===== config.mk =====
export PLATFORM = sky130hd
export DESIGN_NAME = running_sample_statistics_core
export DESIGN_NICKNAME = d
export VERILOG_FILES = /design/src/hdl/rss_pkg.sv /design/src/hdl/rss_alu.sv /design/src/hdl/running_sample_statistics_core.sv
export SDC_FILE = /design/constraint.sdc
export NUM_CORES = 2
export LEC_CHECK = 0
export BUFFER_PORTS_ARGS = -buffer_cell sky130_fd_sc_hd__buf_2
export CAP_MARGIN = 40
export CORE_MARGIN = 8
export CORE_UTILIZATION = 25
export CTS_CLUSTER_DIAMETER = 120
export DETAILED_ROUTE_END_ITERATION = 10
export MAX_ROUTING_LAYER = met4
export PLACE_DENSITY_LB_ADDON = 0.05
export REMOVE_ABC_BUFFERS = 1
export SETUP_SLACK_MARGIN = 0.2
export SYNTH_ARGS = -nofsm -noshare
export SYNTH_HDL_FRONTEND = slang
export SYNTH_SLANG_ARGS = --single-unit

===== constraint.sdc =====
create_clock -name clk_i -period 13.5 [get_ports clk_i]
set_input_delay 2.025 -clock clk_i [delete_from_list [all_inputs] [get_ports clk_i]]
set_output_delay 2.025 -clock clk_i [all_outputs]
set_load 0.005 [all_outputs]

===== src/hdl/rss_pkg.sv =====
// package: shared types and constants for the running sample statistics core
package rss_pkg;

  localparam int unsigned MaxSamplesDef  = 65536;
  localparam int unsigned SampleWidthDef = 24;
  localparam int unsigned FracBitsDef    = 12;

  localparam int unsigned SumW   = 40;
  localparam int unsigned SqW    = 62;
  localparam int unsigned CntW   = 17;
  localparam int unsigned SmpW   = 24;
  localparam int unsigned ProdW  = 81;

  localparam logic signed [SumW-1:0] SumMax = {1'b0, {(SumW-1){1'b1}}};
  localparam logic signed [SumW-1:0] SumMin = {1'b1, {(SumW-1){1'b0}}};
  localparam logic [SqW-1:0]         SqMax  = {SqW{1'b1}};

  // operation codes for the shared unit
  typedef enum logic [1:0] {
    OP_DIV,
    OP_SQRT,
    OP_MUL
  } rss_op_e;

  typedef struct packed {
    logic    start;
    rss_op_e op;
  } rss_cmd_t;

  typedef enum logic [3:0] {
    ST_IDLE,
    ST_SQ,
    ST_FRAME,
    ST_MEAN,
    ST_SQMUL,
    ST_SQOVER,
    ST_VAR,
    ST_SIGMA,
    ST_RMSDIV,
    ST_RMS,
    ST_OUT
  } rss_state_e;

endpackage


===== src/hdl/rss_alu.sv =====
// shared iterative unit: 81/64-bit divide, 64-bit square root or 40-bit shift-add multiply
module rss_alu (
  input  logic                clk_i,
  input  logic                rst_ni,
  input  rss_pkg::rss_cmd_t   cmd_i,
  input  logic [80:0]         a_i,
  input  logic [63:0]         b_i,
  output logic                done_o,
  output logic [80:0]         res_o
);
  import rss_pkg::*;

  logic [80:0] quo_q, quo_d;
  logic [64:0] rem_q, rem_d;
  logic [63:0] b_q, b_d;
  logic [6:0]  cnt_q, cnt_d;
  logic        busy_q, busy_d;
  logic        done_q, done_d;
  rss_op_e     op_q, op_d;
  logic [64:0] trial;
  logic [65:0] rtrial;

  always_comb begin
    quo_d  = quo_q;
    rem_d  = rem_q;
    b_d    = b_q;
    cnt_d  = cnt_q;
    busy_d = busy_q;
    op_d   = op_q;
    done_d = 1'b0;
    trial  = '0;
    rtrial = '0;
    if (cmd_i.start) begin
      busy_d = 1'b1;
      op_d   = cmd_i.op;
      quo_d  = (cmd_i.op == OP_MUL) ? '0 : a_i;
      rem_d  = (cmd_i.op == OP_MUL) ? 65'(a_i[SumW-1:0]) : '0;
      b_d    = b_i;
      cnt_d  = (cmd_i.op == OP_DIV) ? 7'd81 : (cmd_i.op == OP_MUL) ? 7'(SumW) : 7'd32;
    end else if (busy_q) begin
      if (op_q == OP_DIV) begin
        // one quotient bit a step
        trial = {rem_q[63:0], quo_q[80]};
        quo_d = {quo_q[79:0], 1'b0};
        if (trial >= {1'b0, b_q}) begin
          rem_d    = trial - {1'b0, b_q};
          quo_d[0] = 1'b1;
        end else begin
          rem_d = trial;
        end
      end else if (op_q == OP_MUL) begin
        // multiplier bits from the top, product shifted and added
        quo_d = {quo_q[79:0], 1'b0} + (rem_q[SumW-1] ? 81'(b_q) : 81'd0);
        rem_d = {rem_q[63:0], 1'b0};
      end else begin
        // one root bit a step: quo holds remaining radicand, b holds root
        rtrial = {rem_q[63:0], quo_q[63:62]};
        quo_d  = {quo_q[80:64], quo_q[61:0], 2'b00};
        if (rtrial >= {b_q[63:0], 2'b01}) begin
          rem_d = 65'(rtrial - {b_q[63:0], 2'b01});
          b_d   = {b_q[62:0], 1'b1};
        end else begin
          rem_d = rtrial[64:0];
          b_d   = {b_q[62:0], 1'b0};
        end
      end
      cnt_d = cnt_q - 7'd1;
      if (cnt_q == 7'd1) begin
        busy_d = 1'b0;
        done_d = 1'b1;
      end
    end
  end

  // done follows the last step so the result is already registered
  assign done_o = done_q;
  assign res_o  = (op_q == OP_SQRT) ? {17'd0, b_q} : quo_q;

  always_ff @(posedge clk_i or negedge rst_ni) begin
    if (!rst_ni) begin
      busy_q <= 1'b0;
      done_q <= 1'b0;
      cnt_q  <= '0;
      op_q   <= OP_DIV;
    end else begin
      busy_q <= busy_d;
      done_q <= done_d;
      cnt_q  <= cnt_d;
      op_q   <= op_d;
    end
  end

  always_ff @(posedge clk_i) begin
    quo_q <= quo_d;
    rem_q <= rem_d;
    b_q   <= b_d;
  end
endmodule


===== src/hdl/running_sample_statistics_core.sv =====
// Running sample statistics: per-sample accumulation and frame-end math.
// Each sample has its magnitude square registered, then is accumulated; the next is taken only after that.
// A last sample with two or more valid samples gives its result beat after four divides,
// a square and two roots on one shared unit plus the SQ, FRAME and OUT control states;
// with fewer valid samples after the rms root alone. Not ready meanwhile.
// A waiting result holds the next frame end until taken; reset (async, low) clears control and accumulators.
module running_sample_statistics_core #(
  parameter int unsigned MAX_SAMPLES  = rss_pkg::MaxSamplesDef,
  parameter int unsigned SAMPLE_WIDTH = rss_pkg::SampleWidthDef
) (
  input  logic                clk_i,
  input  logic                rst_ni,
  input  logic                in_valid_i,
  output logic                in_stall_o,
  input  logic signed [23:0]  sample_i,
  input  logic                sample_valid_i,
  input  logic                last_i,
  output logic                out_valid_o,
  input  logic                out_stall_i,
  output logic signed [23:0]  min_value_o,
  output logic signed [23:0]  max_value_o,
  output logic [22:0]         min_positive_o,
  output logic                positive_seen_o,
  output logic                any_valid_o,
  output logic [16:0]         valid_count_o,
  output logic [16:0]         total_count_o,
  output logic signed [39:0]  sum_total_o,
  output logic [61:0]         sum_squares_o,
  output logic signed [23:0]  mean_o,
  output logic [23:0]         sigma_o,
  output logic [23:0]         rms_o
);
  import rss_pkg::*;

  localparam logic [CntW-1:0] CntMax = CntW'(MAX_SAMPLES);

  rss_state_e state_q, state_d;

  logic signed [SmpW-1:0] s_q;
  logic                   v_q, l_q;
  logic [47:0]            sq_q;
  logic signed [SmpW-1:0] min_q, max_q;
  logic [SmpW-1:0]        minp_q;
  logic                   pos_q;
  logic [CntW-1:0]        vcnt_q, tcnt_q;
  logic signed [SumW-1:0] sum_q;
  logic [SqW-1:0]         sqs_q;

  // frozen frame copy for the post-processing
  logic signed [SmpW-1:0] f_min_q, f_max_q;
  logic [22:0]            f_minp_q;
  logic                   f_pos_q;
  logic [CntW-1:0]        f_vcnt_q, f_tcnt_q;
  logic signed [SumW-1:0] f_sum_q;
  logic [SqW-1:0]         f_sqs_q;
  logic [SumW-1:0]        amag_q;
  logic [SmpW-1:0]        mean_q, sigma_q, rms_q;
  logic [63:0]            tmp_q;
  logic                   out_valid_q;

  rss_cmd_t    cmd;
  logic        alu_done;
  logic [80:0] alu_a, alu_res;
  logic [63:0] alu_b;
  logic        started_q;

  logic signed [SmpW-1:0] s_ext;
  logic [SmpW-1:0]        s_mag;
  logic signed [SumW:0]   sum_wide;
  logic [SqW:0]           sqs_wide;
  logic                   n_ge2;

  assign s_ext = SmpW'($signed(sample_i[SAMPLE_WIDTH-1:0]));
  assign s_mag = s_ext[SmpW-1] ? SmpW'(-s_ext) : s_ext;
  assign n_ge2 = f_vcnt_q >= CntW'(2);

  assign in_stall_o = (state_q != ST_IDLE);

  rss_alu u_alu (
    .clk_i  (clk_i),
    .rst_ni (rst_ni),
    .cmd_i  (cmd),
    .a_i    (alu_a),
    .b_i    (alu_b),
    .done_o (alu_done),
    .res_o  (alu_res)
  );

  // next state
  always_comb begin
    state_d = state_q;
    unique case (state_q)
      ST_IDLE:   if (in_valid_i) state_d = ST_SQ;
      ST_SQ:     state_d = l_q ? ST_FRAME : ST_IDLE;
      ST_FRAME:  if (!out_valid_q) state_d = (vcnt_q >= CntW'(2)) ? ST_MEAN : ST_RMS;
      ST_MEAN:   if (alu_done) state_d = ST_SQMUL;
      ST_SQMUL:  if (alu_done) state_d = ST_SQOVER;
      ST_SQOVER: if (alu_done) state_d = ST_VAR;
      ST_VAR:    if (alu_done) state_d = ST_SIGMA;
      ST_SIGMA:  if (alu_done) state_d = ST_RMSDIV;
      ST_RMSDIV: if (alu_done) state_d = ST_RMS;
      ST_RMS:    if (alu_done) state_d = ST_OUT;
      ST_OUT:    state_d = ST_IDLE;
      default:   state_d = ST_IDLE;
    endcase
  end

  // unit commands
  always_comb begin
    cmd.start = 1'b0;
    cmd.op    = OP_DIV;
    alu_a     = '0;
    alu_b     = '0;
    unique case (state_q)
      ST_MEAN: begin
        cmd.start = !started_q;
        alu_a = 81'(amag_q) + 81'(f_vcnt_q >> 1);
        alu_b = 64'(f_vcnt_q);
      end
      ST_SQMUL: begin
        cmd.start = !started_q;
        cmd.op = OP_MUL;
        alu_a = 81'(amag_q);
        alu_b = 64'(amag_q);
      end
      ST_SQOVER: begin
        // the square is still held in the unit
        cmd.start = !started_q;
        alu_a = alu_res;
        alu_b = 64'(f_vcnt_q);
      end
      ST_VAR: begin
        cmd.start = !started_q;
        alu_a = 81'(tmp_q);
        alu_b = 64'(f_vcnt_q - CntW'(1));
      end
      ST_SIGMA: begin
        cmd.start = !started_q;
        cmd.op = OP_SQRT;
        alu_a = 81'(tmp_q);
      end
      ST_RMSDIV: begin
        cmd.start = !started_q;
        alu_a = 81'(f_sqs_q);
        alu_b = 64'(f_vcnt_q);
      end
      ST_RMS: begin
        cmd.start = !started_q;
        cmd.op = OP_SQRT;
        alu_a = n_ge2 ? 81'(tmp_q) : 81'(f_sqs_q);
      end
      default: cmd.start = 1'b0;
    endcase
  end

  always_comb begin
    sum_wide = (SumW+1)'(sum_q) + (SumW+1)'(s_q);
    sqs_wide = (SqW+1)'(sqs_q) + (SqW+1)'(sq_q);
  end

  always_ff @(posedge clk_i or negedge rst_ni) begin
    if (!rst_ni) begin
      state_q     <= ST_IDLE;
      started_q   <= 1'b0;
      out_valid_q <= 1'b0;
      min_q <= '0; max_q <= '0; minp_q <= '0; pos_q <= 1'b0;
      vcnt_q <= '0; tcnt_q <= '0; sum_q <= '0; sqs_q <= '0;
    end else begin
      state_q <= state_d;
      if (state_q != state_d) started_q <= 1'b0;
      else if (cmd.start) started_q <= 1'b1;
      if (out_valid_q && !out_stall_i) out_valid_q <= 1'b0;
      if (state_q == ST_OUT) out_valid_q <= 1'b1;
      if (state_q == ST_SQ) begin
        if (tcnt_q < CntMax) tcnt_q <= tcnt_q + CntW'(1);
        if (v_q) begin
          if (vcnt_q == '0 || s_q < min_q) min_q <= s_q;
          if (vcnt_q == '0 || s_q > max_q) max_q <= s_q;
          if (s_q > 0 && (!pos_q || SmpW'(s_q) < minp_q)) begin
            minp_q <= SmpW'(s_q);
            pos_q  <= 1'b1;
          end
          if (sum_wide > (SumW+1)'(SumMax))      sum_q <= SumMax;
          else if (sum_wide < (SumW+1)'(SumMin)) sum_q <= SumMin;
          else                                   sum_q <= sum_wide[SumW-1:0];
          sqs_q <= sqs_wide[SqW] ? SqMax : sqs_wide[SqW-1:0];
          if (vcnt_q < CntMax) vcnt_q <= vcnt_q + CntW'(1);
        end
      end
      if (state_q == ST_FRAME && !out_valid_q) begin
        min_q <= '0; max_q <= '0; minp_q <= '0; pos_q <= 1'b0;
        vcnt_q <= '0; tcnt_q <= '0; sum_q <= '0; sqs_q <= '0;
      end
    end
  end

  always_ff @(posedge clk_i) begin
    if (state_q == ST_IDLE) begin
      s_q  <= s_ext;
      v_q  <= sample_valid_i;
      l_q  <= last_i;
      sq_q <= 48'(s_mag) * 48'(s_mag);
    end
    if (state_q == ST_FRAME && !out_valid_q) begin
      f_min_q  <= min_q;
      f_max_q  <= max_q;
      f_minp_q <= pos_q ? minp_q[22:0] : '0;
      f_pos_q  <= pos_q;
      f_vcnt_q <= vcnt_q;
      f_tcnt_q <= tcnt_q;
      f_sum_q  <= sum_q;
      f_sqs_q  <= sqs_q;
      amag_q   <= sum_q[SumW-1] ? SumW'(-sum_q) : SumW'(sum_q);
      mean_q   <= '0;
      sigma_q  <= SmpW'(max_q - min_q);
    end
    if (alu_done) begin
      unique case (state_q)
        ST_MEAN: begin
          if (alu_res > 81'h7FFFFF) mean_q <= f_sum_q[SumW-1] ? 24'h800000 : 24'h7FFFFF;
          else mean_q <= f_sum_q[SumW-1] ? SmpW'(-alu_res[SmpW-1:0]) : alu_res[SmpW-1:0];
        end
        ST_SQOVER: begin
          if (alu_res[80:64] != '0) tmp_q <= '0;
          else tmp_q <= (64'(f_sqs_q) > alu_res[63:0]) ? 64'(f_sqs_q) - alu_res[63:0] : '0;
        end
        ST_VAR:    tmp_q <= alu_res[63:0];
        ST_SIGMA:  sigma_q <= (alu_res[63:24] != '0) ? '1 : alu_res[23:0];
        ST_RMSDIV: tmp_q <= alu_res[63:0];
        ST_RMS:    rms_q <= (alu_res[63:24] != '0) ? '1 : alu_res[23:0];
        default:   tmp_q <= tmp_q;
      endcase
    end
  end

  assign out_valid_o     = out_valid_q;
  assign min_value_o     = f_min_q;
  assign max_value_o     = f_max_q;
  assign min_positive_o  = f_minp_q;
  assign positive_seen_o = f_pos_q;
  assign any_valid_o     = f_vcnt_q != '0;
  assign valid_count_o   = f_vcnt_q;
  assign total_count_o   = f_tcnt_q;
  assign sum_total_o     = f_sum_q;
  assign sum_squares_o   = f_sqs_q;
  assign mean_o          = mean_q;
  assign sigma_o         = sigma_q;
  assign rms_o           = rms_q;

  a_no_accept_busy: assert property (@(posedge clk_i) disable iff (!rst_ni)
    (state_q != ST_IDLE) |-> in_stall_o) else $error("accept while busy");
  a_out_hold: assert property (@(posedge clk_i) disable iff (!rst_ni)
    (out_valid_q && out_stall_i) |=> out_valid_q) else $error("result dropped");
  a_one_start: assert property (@(posedge clk_i) disable iff (!rst_ni)
    cmd.start |=> !cmd.start) else $error("double unit start");
endmodule


==> flow_summary.json <==
{
  "critPathLaunchType": "input port",
  "sequential_cell_area_mm2": 0.0251,
  "clock_tree.buffer_depth": 4,
  "routed_wirelength_mm": 364,
  "timing.critical_path.slowest_stage_cell": "or4_1",
  "critical-path-top-cell-by-count": "fa_1",
  "drive_gt1_share_pct": 9.67,
  "fin_tns_setup_ns": 0,
  "post_layout_min_period_ns": 11.46,
  "detail_route.drc_violations": 0,
  "asyncSetResetFlopFracSynth_pct": 25.4,
  "yosys_register_bits": 890,
  "synthesis.area_per_instance_um2": 9.12,
  "worst_skew_pair.late_latency_ns": 0.84,
  "drt_iter0_markers": 4733,
  "synth_fa_ha_area_share_pct": 20.8,
  "syn-cell-area_mm2": 0.0801,
  "cpPeakStageDelay_ns": 0.56,
  "grt_remaining_overflow": 0,
  "clockRootBuffer": "clkbuf_16",
  "number_of_cts_inserted_buffers": 134,
  "run_status": "finished, final reports clean",
  "final_core_utilization_pct": 28.8,
  "synth.lib_cells_used.distinct": 94,
  "cts_tree": "yes",
  "track_usage_pct": 21.2,
  "finalNetCount": 10139,
  "yosys_warnings": 0,
  "finalHoldWorstSlack_ns": 0.450,
  "synth.mux.area_fraction_pct": 1.91,
  "io_pins": 313,
  "cts_htree_levels": 4,
  "pre_cts_slack_ns": 1.20,
  "antenna_violations_before_repair": 13,
  "grt_pass1_wl_mm": 519,
  "drv_slew": 0,
  "clock_sink_count": 890,
  "rsz0062_at_grt": "false",
  "setup_slack_of_the_critical_path_after_layout_ns": 2.04,
  "cts_repair_resize_count": 0,
  "via_count_of_the_first_global_routing_pass": 70178,
  "postSynthCellCount": 8778,
  "slew_headroom_pct": 20.4,
  "worstPathRequired_ns": 14.06,
  "xor_xnor_share_of_the_synthesized_area_pct": 5.35,
  "dieHeight_um": 582,
  "synth_edf_count": 616,
  "flow.area_growth_from_synthesis_pct": 14.5,
  "multiInputGateArea_mm2": 0.0504,
  "route.detailed.vias_per_inst": 5.12,
  "grt_max_degree": 156,
  "timing.critical_path.arrival_ns": 12.02,
  "die_w_um": 582,
  "postCtsSetupBuffers": 0,
  "worst_hold_path_type": "flip-flop to flip-flop",
  "synth_top_cell_area_share_pct": 23.1,
  "max_cap_violations": 0,
  "tightest_slew_ns": 1.19,
  "place_congestion": 0.891,
  "synthFlopType": "edfxtp_1",
  "die_area_mm2": 0.339,
  "cts_hold_buffers": 0,
  "wire_per_inst_um": 27.3,
  "max_freq_mhz": 87.3,
  "starting_density_of_the_core_pct": 25.2,
  "hpwl_mm": 291,
  "coreArea_mm2": 0.318,
  "placement_rows": 207,
  "crit_path_max_fanout": 15,
  "ant_nets": 0,
  "route.vias.total": 68184,
  "num-fill-cells": 33737,
  "worst_skew_ns": 0.0761,
  "synth.yosys.seq_area_share_pct": 31.4,
  "worst-setup-path-type": "input port to flip-flop",
  "dr.pass1.iters": 9,
  "finalHoldViolations": 0,
  "final_min_period_over_clock_period_pct": 84.9,
  "combinational_family_with_the_most_area_after_synthesis": "adder cells",
  "synth_area_in_compound_gates_pct": 20.4,
  "port_buffers": 312,
  "synth.area.top_cells": "edfxtp_1, fa_1, ha_1",
  "netlist.top_cell.by_area": "edfxtp_1",
  "cts.reportedPaths.clkPinSlew_ns": 0.05,
  "finalSetupViolCount": 0,
  "synthSimpleGateAreaFrac_pct": 14.1,
  "worstSetupEndpointType": "flip-flop"
}
## per-layer routing
metal	global-route usage, %	share of wire, %
met2	36.3	49
met4	7.36	4.1
met1	26.5	44
met5	-	0
met3	1.67	3.3
## flip-flops by register name, summed over array words and instances, names as in the netlist, 39 cells and up
name,count
u_alu.quo_q,81
sum_q,40
sq_q,46
sum_squares_o,62
sum_total_o,40
sqs_q,62
amag_q,39
tmp_q,64
u_alu.b_q,64
u_alu.rem_q,64
## Yosys cell counts (78+ instances only)
master    count
edfxtp_1    616
nor3_1      119
a211oi_1     87
and3_1       92
o211ai_1     78
xnor2_1     314
clkbuf_1    349
nor2_1      644
nand3_1     139
a21oi_1     664
a31oi_1      91
dfrtp_1     226
xor2_1      175
a221oi_1     87
fa_1        436
nand4_1     125
o21ai_0     490
ha_1        635
inv_1       857
mux2i_1      90
o22ai_1     123
nand2_1     791
and2_1      117
a21o_1      289
## cell type report
class                   count  area share, %
multi-input cells        6619           55.0
inverters                 864           3.56
repair buffers            529           3.68
well taps                4180           5.71
clock buffers             178           4.02
flip-flops and latches    890           27.4
diodes                      9         0.0246
clock inverters            61          0.652
## cell usage in the layout, fill, tap and decap left out, types with 64 or more instances in the layout
cell	count
fa_1	436
nand2b_1	66
nand2_1	787
and2_1	116
and3_1	91
o22ai_1	122
a21oi_1	657
a221o_1	68
xnor2_1	314
buf_4	187
edfxtp_1	616
nor2b_1	72
nand4_1	125
clkbuf_16	138
o21ai_0	486
a221oi_1	87
dfrtp_1	223
o31ai_1	72
buf_2	323
o21bai_1	72
nor2_1	634
inv_1	853
nor3_1	118
nand3_1	137
a21o_1	288
o211ai_1	78
xor2_1	173
a211oi_1	86
o21a_1	64
a31oi_1	89
ha_1	635
nor4_1	66
mux2i_1	90
## critical path, delay by kind of cell
family	cells	cell delay, ns
and+or+nand+nor	6	1.97
buffers and inverters	8	1.47
adders and majority gates	8	4.10
xor gates and xnor gates	2	0.21
AOI/OAI and AO/OA	10	2.23
## logic make-up (layout without fill, tap and decap cells)
family	Yosys count	after routing
mux	146	146
flops	890	890
xor+xnor	489	489
other cells	2	28
simple gates	2393	2393
compound gates	2501	2501
fa+ha+maj	1071	1071
buf+inv	1286	1632
## path summary, 6_finish.rpt
check	startpoint	endpoint	depth (start not counted)	slack (ns)
max	sample_i[0]	sq_q[44]	34	2.04
max in group asynchronous	rst_ni	max_q[2]	2	11.07
min in group asynchronous	rst_ni	tcnt_q[13]	1	1.11
max reg2reg	u_alu.op_q[0]	tmp_q[29]	16	6.67
min	mean_o[8]	mean_o[8]	1	0.45
min reg2reg	mean_o[8]	mean_o[8]	1	0.45
## per-stage QoR
| step | instance area [µm²] | instances |
|---|---|---|
| after global placement | 87000 | 13047 |
| after global routing | 91700 | 13323 |
| after CTS | 91700 | 13321 |
| after detailed placement | 87400 | 13082 |
| final | 91700 | 13330 |
| after floorplan | 78500 | 8373 |
Power is not shown: default switching activity piles up to over one toggle a cycle in this logic, so the estimate is an artifact.
